### src/rtl/core/mhd_pkg.sv
`timescale 1ns / 1ps
package mhd_pkg;

	localparam int unsigned POS_W = 17;

	localparam logic [7:0] MAGIC_HI = 8'h55;
	localparam logic [7:0] MAGIC_LO = 8'h41;
	localparam logic [7:0] VERSION  = 8'h01;

	localparam logic [POS_W-1:0] HEADER_BYTES = POS_W'(12);
	localparam logic [POS_W-1:0] HEADER_LAST  = POS_W'(11);
	localparam logic [POS_W-1:0] POS_MAX      = '1;

	localparam logic [15:0] MAX_BODY = 16'd1024;

	// Header byte offsets
	localparam logic [3:0] HP_MAGIC_HI = 4'd0;
	localparam logic [3:0] HP_MAGIC_LO = 4'd1;
	localparam logic [3:0] HP_VERSION  = 4'd2;
	localparam logic [3:0] HP_TYPE     = 4'd3;
	localparam logic [3:0] HP_SESS0    = 4'd4;
	localparam logic [3:0] HP_SESS1    = 4'd5;
	localparam logic [3:0] HP_SESS2    = 4'd6;
	localparam logic [3:0] HP_SESS3    = 4'd7;
	localparam logic [3:0] HP_SEQ_HI   = 4'd8;
	localparam logic [3:0] HP_SEQ_LO   = 4'd9;
	localparam logic [3:0] HP_LEN_HI   = 4'd10;
	localparam logic [3:0] HP_LEN_LO   = 4'd11;

	typedef enum logic {
		CFG_TYPE_LOWEST  = 1'b0,
		CFG_TYPE_HIGHEST = 1'b1
	} cfg_idx_t;

	typedef struct packed {
		logic [7:0]  body_byte;
		logic        has_byte;
		logic        end_of_message;
		logic        verdict;
		logic [7:0]  message_type;
		logic [31:0] session;
		logic [15:0] seq_number;
		logic [15:0] declared_body_length;
	} result_t;

endpackage

### src/rtl/core/mhd_in_stage.sv
`timescale 1ns / 1ps
module mhd_in_stage (
	input  logic       clk,
	input  logic       arst_n,
	input  logic       in_valid,
	output logic       in_stall,
	input  logic [7:0] in_byte,
	input  logic       in_final,
	input  logic       take,
	output logic       valid_s1,
	output logic [7:0] byte_s1,
	output logic       final_s1
);

	// Hold while the parked byte cannot move on.
	assign in_stall = valid_s1 & ~take;

	always_ff @(posedge clk or negedge arst_n) begin
		if (!arst_n) begin
			valid_s1 <= 1'b0;
		end else if (!in_stall) begin
			valid_s1 <= in_valid;
		end
	end

	always_ff @(posedge clk) begin
		if (in_valid && !in_stall) begin
			byte_s1  <= in_byte;
			final_s1 <= in_final;
		end
	end

endmodule

### src/rtl/core/mhd_parse.sv
`timescale 1ns / 1ps
module mhd_parse (
	input  logic             clk,
	input  logic             arst_n,
	input  logic             cfg_we,
	input  logic             cfg_index,
	input  logic [7:0]       cfg_data,
	input  logic [7:0]       byte_s1,
	input  logic             final_s1,
	input  logic             take,
	output logic             has_result,
	output mhd_pkg::result_t res
);
	import mhd_pkg::*;

	logic [7:0]       type_lo_q, type_hi_q;
	logic [POS_W-1:0] pos_q, pos_inc, total;
	logic             hbad_q, hbad_n;
	logic [7:0]       type_q, type_n;
	logic [31:0]      sess_q, sess_n;
	logic [15:0]      seq_q, seq_n;
	logic [15:0]      len_q, len_n;
	logic             fwd, bad;

	always_ff @(posedge clk or negedge arst_n) begin
		if (!arst_n) begin
			type_lo_q <= 8'd0;
			type_hi_q <= 8'hFF;
		end else if (cfg_we) begin
			unique case (cfg_index)
				CFG_TYPE_LOWEST:  type_lo_q <= cfg_data;
				CFG_TYPE_HIGHEST: type_hi_q <= cfg_data;
				default: ;
			endcase
		end
	end

	always_comb begin
		hbad_n = hbad_q;
		type_n = type_q;
		sess_n = sess_q;
		seq_n  = seq_q;
		len_n  = len_q;
		fwd    = 1'b0;
		if (pos_q < HEADER_BYTES) begin
			unique case (pos_q[3:0]) inside
				HP_MAGIC_HI: if (byte_s1 != MAGIC_HI) hbad_n = 1'b1;
				HP_MAGIC_LO: if (byte_s1 != MAGIC_LO) hbad_n = 1'b1;
				HP_VERSION:  if (byte_s1 != VERSION) hbad_n = 1'b1;
				HP_TYPE: begin
					type_n = byte_s1;
					if (byte_s1 < type_lo_q || byte_s1 > type_hi_q) hbad_n = 1'b1;
				end
				HP_SESS0, HP_SESS1, HP_SESS2, HP_SESS3: sess_n = {sess_q[23:0], byte_s1};
				HP_SEQ_HI, HP_SEQ_LO: seq_n = {seq_q[7:0], byte_s1};
				HP_LEN_HI: len_n = {len_q[7:0], byte_s1};
				HP_LEN_LO: begin
					len_n = {len_q[7:0], byte_s1};
					if ({len_q[7:0], byte_s1} > MAX_BODY) hbad_n = 1'b1;
				end
				default: ;
			endcase
		end else begin
			fwd = (pos_q - HEADER_BYTES) < {1'b0, len_q};
		end

		pos_inc = (pos_q == POS_MAX) ? pos_q : pos_q + 1'b1;
		total   = HEADER_BYTES + {1'b0, len_n};
		bad     = hbad_n || (pos_q < HEADER_LAST) || (pos_inc != total);

		has_result                 = fwd | final_s1;
		res.body_byte              = fwd ? byte_s1 : 8'd0;
		res.has_byte               = fwd;
		res.end_of_message         = final_s1;
		res.verdict                = final_s1 & bad;
		res.message_type           = final_s1 ? type_n : 8'd0;
		res.session                = final_s1 ? sess_n : 32'd0;
		res.seq_number             = final_s1 ? seq_n : 16'd0;
		res.declared_body_length   = final_s1 ? len_n : 16'd0;
	end

	always_ff @(posedge clk or negedge arst_n) begin
		if (!arst_n) begin
			pos_q  <= '0;
			hbad_q <= 1'b0;
			type_q <= 8'd0;
			sess_q <= 32'd0;
			seq_q  <= 16'd0;
			len_q  <= 16'd0;
		end else if (take) begin
			if (final_s1) begin
				pos_q  <= '0;
				hbad_q <= 1'b0;
				type_q <= 8'd0;
				sess_q <= 32'd0;
				seq_q  <= 16'd0;
				len_q  <= 16'd0;
			end else begin
				pos_q  <= pos_inc;
				hbad_q <= hbad_n;
				type_q <= type_n;
				sess_q <= sess_n;
				seq_q  <= seq_n;
				len_q  <= len_n;
			end
		end
	end

endmodule

### src/rtl/core/mhd_out_stage.sv
`timescale 1ns / 1ps
module mhd_out_stage (
	input  logic             clk,
	input  logic             arst_n,
	input  logic             load,
	input  mhd_pkg::result_t res,
	input  logic             out_stall,
	output logic             out_valid,
	output logic             ready,
	output mhd_pkg::result_t res_q
);

	assign ready = ~out_valid | ~out_stall;

	always_ff @(posedge clk or negedge arst_n) begin
		if (!arst_n) begin
			out_valid <= 1'b0;
		end else if (load) begin
			out_valid <= 1'b1;
		end else if (!out_stall) begin
			out_valid <= 1'b0;
		end
	end

	always_ff @(posedge clk) begin
		if (load) begin
			res_q <= res;
		end
	end

endmodule

### src/rtl/core/message_header_deframer.sv
`timescale 1ns / 1ps
// Message header deframer.
// Input channel: one raw message byte per transfer (in_byte), with in_final
// set on the last byte of a message. The 12-byte header is checked and its
// fields captured; body bytes up to the declared length come out as they
// arrive, one result per forwarded byte. The final byte yields a result with
// end_of_message set, the verdict (1 = bad) and the captured header fields;
// a body byte may ride on that same result.
// Bytes that produce no result (header bytes, surplus body bytes) are
// absorbed without touching the output channel.
// A result passes through the input register, then the result register.
// Throughput: one byte per cycle unless the receiver stalls, set by the
// single input register stage feeding the result register; the block keeps
// taking bytes while a result waits on a stalled receiver, until both
// registers are full.
// Reset clears the message state and sets the type window to 0..255.
// When the receiver stalls, the result register holds its payload and the
// input side stalls once the input register holds a byte that needs it.
// Write the type window through cfg_we/cfg_index/cfg_data only while idle.
module message_header_deframer (
	input  logic        clk,
	input  logic        arst_n,
	input  logic        cfg_we,
	input  logic        cfg_index,
	input  logic [7:0]  cfg_data,
	input  logic        in_valid,
	output logic        in_stall,
	input  logic [7:0]  in_byte,
	input  logic        in_final,
	output logic        out_valid,
	input  logic        out_stall,
	output logic [7:0]  body_byte,
	output logic        has_byte,
	output logic        end_of_message,
	output logic        verdict,
	output logic [7:0]  message_type,
	output logic [31:0] session,
	output logic [15:0] seq_number,
	output logic [15:0] declared_body_length
);
	import mhd_pkg::*;

	logic       valid_s1, final_s1, take, has_result, out_ready;
	logic [7:0] byte_s1;
	result_t    res, res_q;

	// Advance the parked byte when it makes no result or the output has room.
	assign take = valid_s1 & (~has_result | out_ready);

	mhd_in_stage u_in (
		.clk      (clk),
		.arst_n   (arst_n),
		.in_valid (in_valid),
		.in_stall (in_stall),
		.in_byte  (in_byte),
		.in_final (in_final),
		.take     (take),
		.valid_s1 (valid_s1),
		.byte_s1  (byte_s1),
		.final_s1 (final_s1)
	);

	mhd_parse u_parse (
		.clk        (clk),
		.arst_n     (arst_n),
		.cfg_we     (cfg_we),
		.cfg_index  (cfg_index),
		.cfg_data   (cfg_data),
		.byte_s1    (byte_s1),
		.final_s1   (final_s1),
		.take       (take),
		.has_result (has_result),
		.res        (res)
	);

	mhd_out_stage u_out (
		.clk       (clk),
		.arst_n    (arst_n),
		.load      (take & has_result),
		.res       (res),
		.out_stall (out_stall),
		.out_valid (out_valid),
		.ready     (out_ready),
		.res_q     (res_q)
	);

	// Drive the result fields from the result register.
	assign body_byte            = res_q.body_byte;
	assign has_byte             = res_q.has_byte;
	assign end_of_message       = res_q.end_of_message;
	assign verdict              = res_q.verdict;
	assign message_type         = res_q.message_type;
	assign session              = res_q.session;
	assign seq_number           = res_q.seq_number;
	assign declared_body_length = res_q.declared_body_length;

endmodule

### config.mk
export PLATFORM = sky130hd
export DESIGN_NAME = message_header_deframer
export DESIGN_NICKNAME = d
export VERILOG_FILES = /design/src/rtl/core/mhd_pkg.sv /design/src/rtl/core/mhd_in_stage.sv /design/src/rtl/core/mhd_parse.sv /design/src/rtl/core/mhd_out_stage.sv /design/src/rtl/core/message_header_deframer.sv
export SDC_FILE = /design/constraint.sdc
export NUM_CORES = 1
export LEC_CHECK = 0
export BUFFER_PORTS_ARGS = -buffer_cell sky130_fd_sc_hd__clkbuf_2
export CAP_MARGIN = 15
export CORE_MARGIN = 3
export CORE_UTILIZATION = 50
export DETAILED_ROUTE_END_ITERATION = 16
export PLACE_DENSITY = 0.66
export SLEW_MARGIN = 20
export SYNTH_ARGS = -nofsm -noshare
export SYNTH_HDL_FRONTEND = slang
export SYNTH_SLANG_ARGS = --single-unit
### constraint.sdc
create_clock -name clk -period 8.69 [get_ports clk]
set_clock_uncertainty 0.05 [all_clocks]
set_input_delay 0.869 -clock clk [delete_from_list [all_inputs] [get_ports clk]]
set_output_delay 0.869 -clock clk [all_outputs]
set_load 0.02 [all_outputs]
==> results of run 1 <==
cells in the mapped netlist, drive strengths merged (16+ instances only):
cell type | count | area share, %
o21ai | 58 | 2.7
a21o | 17 | 1.2
dfrtp | 100 | 23
xnor2 | 39 | 3.2
nand4 | 35 | 2.0
ha | 40 | 4.7
clkbuf | 74 | 2.6
inv | 39 | 1.4
a32o | 16 | 1.5
nor2 | 53 | 1.9
a22o | 25 | 2.0
nand2 | 195 | 6.8
edfxtp | 92 | 26
a21oi | 89 | 4.2
nand3 | 33 | 1.5
how the worst max path moves through the flow:
stage	startpoint	endpoint	slack, ns	cells after the start
after floorplan	u_parse.pos_q[7]	u_out.res_q[0]	1.45	13
after CTS	u_parse.pos_q[5]	in_stall	2.77	12
after detailed placement	u_parse.pos_q[5]	u_out.res_q[10]	2.83	12
after global routing	u_parse.pos_q[5]	in_stall	2.39	12
after global placement	u_parse.pos_q[5]	u_out.res_q[10]	2.95	12
final	u_parse.pos_q[5]	in_stall	2.73	12
power groups by stage:
stage	Clock [W]	Combinational (W)	Sequential, W
6_report	0.000845	0.000457	0.00120
5_1_grt	0.000899	0.000513	0.00121
4_1_cts	0.000858	0.000457	0.00120
3_5_place_dp	0	0.000452	0.00121
3_3_place_gp	0	0.000446	0.00121
2_1_floorplan	0	0.000298	0.00122
cells in the final DEF, fill, tap and decap left out, drive strengths merged, types with 16 or more instances in the layout:
cell	n
nand3	33
buf	16
inv	47
edfxtp	92
xnor2	39
o21ai	58
a32o	16
nand2	195
a22o	25
dfrtp	100
nor2	53
a21oi	89
nand4	35
a21o	17
ha	40
clkbuf	123
stage by stage:
stage          std cells  setup WS, ns
6_report            1434          2.73
5_1_grt             1434          2.39
4_1_cts             1433          2.77
3_5_place_dp        1401          2.83
3_3_place_gp        1401          2.95
2_1_floorplan       1093          1.45
sequential cells by signal, indices dropped and copies added (netlist names):
name               cells
u_out.res_q           83
u_parse.sess_q        32
u_parse.pos_q         17
u_parse.len_q         16
u_parse.seq_q         16
u_in.byte_s1           8
u_parse.type_hi_q      8
u_parse.type_lo_q      8
u_parse.type_q         8
u_in.final_s1          1
u_in.valid_s1          1
u_out.out_valid        1
u_parse.hbad_q         1
cells by family after synthesis:
family / synth area share [%]
multiplexers: 2.76
flip-flops: 51.1
XOR/XNOR: 4.16
adder cells (fa/ha/maj): 4.67
buffers and inverters: 4.55
AND/OR/NAND/NOR: 16.6
AO/OA/AOI/OAI: 16.1
cell type report:
type                       instances  area [µm²]  share of cell area, %
timing repair buffer             122         671                   5.57
clock inverter                    15         223                   1.85
tap                              270         338                   2.81
sequential                       200        5480                   45.5
clock buffer                      17         425                   3.54
inverter                          39         146                   1.22
multi-input combinational        771        4760                   39.5
critical path: cells and delay by family (launching register included):
kind	cells	cell delay, ns
and+or+nand+nor	6	2.11
AOI/OAI and AO/OA	3	1.25
DFF	1	0.56
adders and majority gates	1	0.29
buffers and inverters	1	0.25
xor gates and xnor gates	1	0.15
per-layer routing:
layer  global-route usage, %  vias to the layer above  part of all wire, %
li1                        -                     4036                    -
met1                    37.2                     4108                   46
met2                    36.3                      349                   46
met3                    3.49                       26                  6.9
met4                    5.52                        0                  1.2
met5                       0                        -                    0
==> run summary, run 1 <==
CTS tree = yes
crit path launch type = flop
Die ar. = 0.0232 mm²
final worst-path cycle share = 68.6%
worst stage delay on the critical path = 0.73 ns
status = finished, final reports clean
# port buffers = 107
post_cts resized = 0
PwrDens = 208 mW/mm²
leakage power = 4.95 nW
Setup Buffers After CTS = 0
CP required = 7.77 ns
total CTS buffers = 17
fin area = 0.0120 mm²
CP Capture Type = primary output
RR Endpoint = u_parse.pos_q[12]
Avg Inst Size Synth = 9.80 µm²
flops & latches, synth = 200
area post-placement = 0.0114 mm²
Final nets = 1,214
Via Count = 8,519
synthesized netlist net count = 1,156
Slowest-stage cell, CP = a21oi_1
Top Ports = 108
clock power share = 33.8%
final slew viol count = 0
sw frac = 31.8%
Root Buffer Master = clkbuf_16
DP HPWL = 18,900 µm
RSZ-0062 raised after global routing = no
Mapped Cells = 1,093
register share of total power = 47.9%
drt first-iter violations = 851
min Tclk post-route = 5.96 ns
H-Tree Depth = 4
post-synthesis sequential area ratio = 51.1%
f_max = 168 MHz
Clk pin slew, worst setup/hold paths = 0.08 ns
row cnt = 52
crit path max fanout = 15
Worst slew margin = 30.2%
Total GRT Usage = 24.1%
final core utilization = 58.3%
initial antenna violation count = 0
Routability Congestion = 0.928
Synth cell types = 60
ANT cells = 0
DRC Markers = 0
cells along the critical path = or4_1 -> or3_1 -> or4_1 -> xnor2_1 -> ha_1 -> nor2b_1 -> nor3_1 -> o21ai_0 -> a21oi_1 -> o21ai_0 -> nor2_1 -> clkbuf_2
pin count of the biggest net entering global routing = 89
power consumption = 0.00250 W
share of layout cells above drive strength 1 = 16.1%
drt via density = 5.94
worst skew pair latency = 0.45 ns
Pint = 0.00170 W
worst ir drop on vdd = 0.000148 V
hold_buf cts = 0
reg-to-reg startpoint = u_parse.pos_q[5]
Pre-Repair DR Iteration Count = 6
EDFF count, synth = 92
Netlist Area Pre-Place = 0.0107 mm²
flop2flop setup slack = 3.14 ns
Starting Density = 51.9%
final hold slack = 0.379 ns
wire length per cell = 19.3 µm
Setup-failing EPs final = 0
critical path arrival = 5.04 ns
vias in the first global route = 7,942
Ys Warns = 0
grt ovf = 0
asr flop ratio synth = 54.0%
measured slew at the worst slew-check pin = 1.04 ns
sw power = 0.000796 W
Clock Sink Count = 200
final-report hold violation count = 0
Min-Delay Path Class = primary input to async pin
setup TNS = 0 ns
growth of design area from synthesis to finish = 12.4%
Crit Path Class = flop to primary output
Comb pwr share = 18.3%
final wirelength = 27,700 µm
Die Ht = 152 µm
FILL cells = 1,822
clock buffer depth = 2
core area = 0.0206 mm²
Routed Antenna Nets = 0
Die Wd = 152 µm
path depth of the worst reg2reg path = 13
Top FF cell, synth = dfrtp_1
number of max-cap violations = 0
first-pass GRT wire length = 45,300 µm
No activity file was read; power rests on OpenSTA's default activity.
==> run 2, diff against run 1 <==
--- a/config.mk
+++ b/config.mk
@@ -10,7 +10,7 @@
 export CORE_MARGIN = 3
 export CORE_UTILIZATION = 50
 export DETAILED_ROUTE_END_ITERATION = 16
-export PLACE_DENSITY = 0.66
+export PLACE_DENSITY = 0.69
 export SLEW_MARGIN = 20
 export SYNTH_ARGS = -nofsm -noshare
 export SYNTH_HDL_FRONTEND = slang
==> constraint.sdc (replaced) <==
create_clock -name clk -period 5.3 [get_ports clk]
set_clock_uncertainty 0.05 [all_clocks]
set_input_delay 0.53 -clock clk [delete_from_list [all_inputs] [get_ports clk]]
set_output_delay 0.53 -clock clk [all_outputs]
set_load 0.02 [all_outputs]
==> run 2 against run 1 <==
Net effect:
- critical path depth stayed put
- final cell count is 0.84% higher
- utilization rose by 0.23 points
- register-to-register slack lost 2.6 ns
- flip-flop and latch count unchanged
- wire length decreased by 0.13%
- worst hold slack worse by 0.32 ns
- via count rose by 1.0%
- first-iteration DRC count rose by 18%
- combinational power is 69% higher
- sequential share of layout area down 0.18 points
==> run summary, run 2 (synthesis results as in run 1) <==
final-report hold violation count = 0
Clock Sink Count = 200
Die Wd = 152 µm
Root Buffer Master = clkbuf_16
crit path launch type = flop
path depth of the worst reg2reg path = 12
pin count of the biggest net entering global routing = 77
DRC Markers = 0
f_max = 204 MHz
top layer in use = met4
clock power share = 32.1%
most frequent cells in the layout = 195 x nand2_1, 106 x clkbuf_2, 100 x dfrtp_1
final slew viol count = 0
sw power = 0.00126 W
worst ir drop on vdd = 0.000240 V
leakage power = 4.99 nW
max FFs per register = 83
drt via density = 5.95
wl on met1 = 12,600 µm
drt first-iter violations = 1,003
Routed Antenna Nets = 0
row cnt = 52
RSZ-0062 raised after global routing = no
register share of total power = 48.8%
length of routed met2 wiring = 12,600 µm
power consumption = 0.00403 W
Starting Density = 51.9%
H-Tree Depth = 4
CP required = 4.72 ns
Pre-Repair DR Iteration Count = 8
growth of design area from synthesis to finish = 12.8%
Setup-failing EPs final = 0
first-pass GRT wire length = 44,900 µm
setup TNS = 0 ns
# port buffers = 107
Min-Delay Path Class = primary input to async pin
CP Capture Type = primary output
fin cells = 1,446
number of max-cap violations = 0
Total GRT Usage = 23.9%
Worst slew margin = 31.6%
share of layout cells above drive strength 1 = 16.8%
CTS tree = yes
total CTS buffers = 17
FILL cells = 1,746
Reg with most FFs = u_out.res_q
Clk pin slew, worst setup/hold paths = 0.07 ns
min Tclk post-route = 4.90 ns
final worst-path cycle share = 92.4%
Crit Path Class = flop to primary output
Largest regs = u_out.res_q (83), u_parse.sess_q (32), u_parse.pos_q (17)
final wirelength = 27,700 µm
hold_buf cts = 0
Routability Congestion = 0.906
wire length per cell = 19.2 µm
Final nets = 1,226
initial antenna violation count = 0
met3 WL post-DR = 2000 µm
area post-placement = 0.0115 mm²
crit path max fanout = 11
worst skew pair latency = 0.44 ns
fin area = 0.0121 mm²
Via Count = 8,604
Pint = 0.00278 W
grt ovf = 0
Die Ht = 152 µm
core area = 0.0206 mm²
Top Ports = 108
vias in the first global route = 7,985
Die ar. = 0.0232 mm²
critical path arrival = 4.32 ns
PwrDens = 334 mW/mm²
clock buffer depth = 2
Post-Place Cells = 1,413
DP HPWL = 19,300 µm
most common cell after layout, fill and taps aside = nand2_1
measured slew at the worst slew-check pin = 1.02 ns
sw frac = 31.1%
status = finished, final reports clean
ANT cells = 0
Comb pwr share = 19.1%
run 2: changes by cell type in the layout (fill, tap and decap cells not counted), moves of 2 or more:
cell      delta
buf_12       +2
clkinv_8     -4
buf_4       +10
inv_12       -3
clkbuf_1     +2
inv_6        +2
run 2: routing by layer:
layer | up-vias | track usage (%)
met5 | - | 0
met4 | 0 | 6.16
met3 | 40 | 4.37
met2 | 346 | 36.2
met1 | 4152 | 35.7
li1 | 4066 | -
run 2: critical path: stages (launching register included):
cell,delay [ns]
dfrtp_1,0.50
or4_1,0.56
or3_1,0.42
or4_1,0.44
xnor2_1,0.14
ha_1,0.29
nor2b_1,0.17
nor2_1,0.06
a21oi_1,0.33
a21oi_4,0.12
o21ai_0,0.42
nor2_1,0.21
clkbuf_2,0.20
run 2: final cells by class:
| class | instances | area (µm²) | area share, % |
|---|---|---|---|
| multi-input combinational | 771 | 4770 | 39.4 |
| clock inverter | 13 | 154 | 1.27 |
| clock buffer | 19 | 433 | 3.58 |
| inverter | 39 | 146 | 1.21 |
| timing repair buffer | 134 | 769 | 6.37 |
| tap | 270 | 338 | 2.80 |
| sequential | 200 | 5480 | 45.3 |
run 2: worst paths after layout:
check                                  start                   end  slack [ns]
max                         u_parse.pos_q[6]              in_stall        0.40
min                                   arst_n  u_parse.type_lo_q[7]        0.06
max reg2reg                 u_parse.pos_q[6]       u_out.res_q[72]        0.53
min reg2reg                u_parse.seq_q[14]     u_parse.seq_q[14]        0.43
max in group asynchronous             arst_n     u_parse.seq_q[13]        4.17
min in group clk                  in_byte[1]       u_in.byte_s1[1]        0.22
run 2: power groups by stage:
stage	Combinational [W]	Clock [W]	Sequential (W)
5_1_grt	0.000866	0.00138	0.00199
6_report	0.000771	0.00130	0.00197
3_3_place_gp	0.000751	0	0.00199
3_5_place_dp	0.000763	0	0.00200
4_1_cts	0.000771	0.00131	0.00196
2_1_floorplan	0.000490	0	0.00200
run 2: through the flow:
step	util (%)	setup slack [ns]	hold WS, ns
global route	58.6	0.171	0.118
CTS	58.5	0.138	0.211
finish	58.6	0.404	0.0629
global placement	55.6	0.333	0.413
detailed placement	55.6	0.288	0.421
floorplan	-	0.328	0.184
run 2: repair_timing:
action / in CTS / in global routing
setup buffers: 0 / 1
setup endpoints to repair: 1 / 1
pin swaps: 0 / 1
gates resized for setup: 1 / 1
==> run 3, diff against run 2 <==
--- a/config.mk
+++ b/config.mk
@@ -5,12 +5,11 @@
 export SDC_FILE = /design/constraint.sdc
 export NUM_CORES = 1
 export LEC_CHECK = 0
-export BUFFER_PORTS_ARGS = -buffer_cell sky130_fd_sc_hd__clkbuf_2
-export CAP_MARGIN = 15
-export CORE_MARGIN = 3
+export CAP_MARGIN = 5
 export CORE_UTILIZATION = 50
 export DETAILED_ROUTE_END_ITERATION = 16
-export PLACE_DENSITY = 0.69
+export DONT_BUFFER_PORTS = 1
+export PLACE_DENSITY = 0.65
 export SLEW_MARGIN = 20
 export SYNTH_ARGS = -nofsm -noshare
 export SYNTH_HDL_FRONTEND = slang
==> run 3 against run 2 <==
Net effect:
- critical path type unchanged
- final cell count down 7.1%
- final area down 4.0%
- flip-flop and latch count unchanged
- die area down 5.2%
- sequential share of layout area up 1.9 points
- critical path depth unchanged
- non-clock buffer count down 108
- largest cell class unchanged
==> run summary, run 3 (synthesis results as in run 1) <==
Die ar. = 0.0220 mm²
cells along the critical path = or4_1 -> or3_1 -> or4_1 -> xnor2_1 -> ha_1 -> nor2b_1 -> nor2_1 -> a21oi_1 -> a21oi_1 -> buf_4 -> o21ai_0 -> nor2_2
sw power = 0.00126 W
sw frac = 30.7%
status = finished, final reports clean
Min-Delay Path Class = primary input to flop
max FFs per register = 83
worst skew pair latency = 0.45 ns
Clock Sink Count = 200
RSZ-0062 raised after global routing = no
H-Tree Depth = 4
Die Ht = 148 µm
Hold Startpoint = in_final
clock power share = 34.3%
number of cells on the critical path = 12
path depth of the worst reg2reg path = 13
total CTS buffers = 17
pin count of the biggest net entering global routing = 109
worst ir drop on vdd = 0.000249 V
ANT cells = 0
vias in the first global route = 7,571
final-report hold violation count = 0
Buf/Inv on CP = 1
critical path arrival = 4.37 ns
PwrDens = 353 mW/mm²
initial antenna violation count = 0
Reg with most FFs = u_out.res_q
growth of design area from synthesis to finish = 8.33%
Largest regs = u_out.res_q (83), u_parse.sess_q (32), u_parse.pos_q (17)
min Tclk post-route = 4.95 ns
Total GRT Usage = 25.6%
most common cell after layout, fill and taps aside = nand2_1
Comb pwr share = 15.9%
crit path launch type = flop
leakage power = 4.56 nW
most frequent cells in the layout = 195 x nand2_1, 100 x dfrtp_1, 92 x edfxtp_1
final hold slack = 0.126 ns
clock buffer depth = 2
wire length per cell = 20.5 µm
DP HPWL = 18,200 µm
share of layout cells above drive strength 1 = 8.52%
reg-to-reg startpoint = u_parse.pos_q[5]
DRC Markers = 0
Final nets = 1,118
Root Buffer Master = clkbuf_16
grt ovf = 0
setup TNS = 0 ns
Setup crit start = u_parse.pos_q[5]
CTS tree = yes
flop2flop setup slack = 0.50 ns
Routed Antenna Nets = 0
Pint = 0.00284 W
f_max = 202 MHz
Worst slew margin = 32.9%
crit path max fanout = 15
Clk pin slew, worst setup/hold paths = 0.07 ns
RR Endpoint = u_out.res_q[11]
drt first-iter violations = 919
Slowest-stage cell, CP = or4_1
measured slew at the worst slew-check pin = 0.998 ns
row cnt = 53
CP top delay family = simple AND/OR/NAND/NOR gates
Routability Congestion = 0.924
worst stage delay on the critical path = 0.61 ns
Setup-failing EPs final = 0
Starting Density = 50.9%
# port buffers = 0
Die Wd = 148 µm
Pre-Repair DR Iteration Count = 5
Setup crit end = in_stall
final slew viol count = 0
CP Capture Type = primary output
number of max-cap violations = 0
final worst-path cycle share = 93.4%
final wirelength = 27,500 µm
CP required = 4.72 ns
core area = 0.0210 mm²
drt via density = 6.09
Crit Path Class = flop to primary output
fin cells = 1,343
power consumption = 0.00409 W
Post-Place Cells = 1,309
Top Ports = 108
Via Count = 8,177
first-pass GRT wire length = 43,200 µm
register share of total power = 49.7%
run 3: cell types whose count changed in the layout (fill, tap and decap cells not counted), moves of 2 or more:
cell | previous run | this run
clkbuf_1 | 2 | 0
buf_4 | 25 | 22
bufinv_16 | 1 | 3
clkbuf_2 | 106 | 0
run 3: timing repair:
item                                   CTS  global route
gates resized for setup                  0             1
setup buffers                            0             0
endpoints found under the hold margin  108             0
hold buffers                             2             0
setup endpoints to repair                0             1
run 3: stage by stage:
step                setup WS, ns  utilization (%)  cell area, µm²
global placement           0.678             52.0           10900
global route              0.0942             55.2           11600
detailed placement         0.570             52.0           10900
finish                     0.348             55.2           11600
CTS                        0.284             55.2           11600
floorplan                  0.328                -           10700
run 3: area by class of cell:
cell class                      count  area (µm²)
Fill cell                        1779        9420
Tap cell                          275         344
Sequential cell                   200        5480
Timing Repair Buffer               26         243
Clock buffer                       17         425
Multi-Input combinational cell    771        4760
Inverter                           39         146
Clock inverter                     15         209
run 3: worst reg2reg max path: cells and delay by family, from the launching register on:
family | cells | cell delay, ns
and+or+nand+nor | 6 | 2.33
adders and majority gates | 1 | 0.30
AOI/OAI and AO/OA | 3 | 0.60
xor gates and xnor gates | 1 | 0.15
buffers and inverters | 2 | 0.51
DFF | 1 | 0.56
run 3: worst min-delay path by stage:
stage,endpoint,cells after the start
2_1_floorplan,u_in.valid_s1,0
3_3_place_gp,u_parse.type_lo_q[6],0
3_5_place_dp,u_parse.type_lo_q[6],0
4_1_cts,u_in.byte_s1[6],0
5_1_grt,u_in.byte_s1[6],0
6_report,u_in.final_s1,0
run 3: power by group through the flow:
| stage | logic [W] | clock network, W | registers [W] |
|---|---|---|---|
| after floorplan | 0.000490 | 0 | 0.00200 |
| after global placement | 0.000611 | 0 | 0.00206 |
| after detailed placement | 0.000623 | 0 | 0.00207 |
| after CTS | 0.000650 | 0.00143 | 0.00203 |
| after global routing | 0.000733 | 0.00148 | 0.00206 |
| final | 0.000653 | 0.00141 | 0.00204 |
run 3: metal layers:
| layer | vias up | part of all wire, % | GRT usage, % |
|---|---|---|---|
| met2 | 306 | 45 | 37.6 |
| li1 | 3853 | - | - |
| met4 | 0 | 1.4 | 6.75 |
| met1 | 3989 | 47 | 38.5 |
| met5 | - | 0 | 0 |
| met3 | 29 | 6.6 | 5.12 |
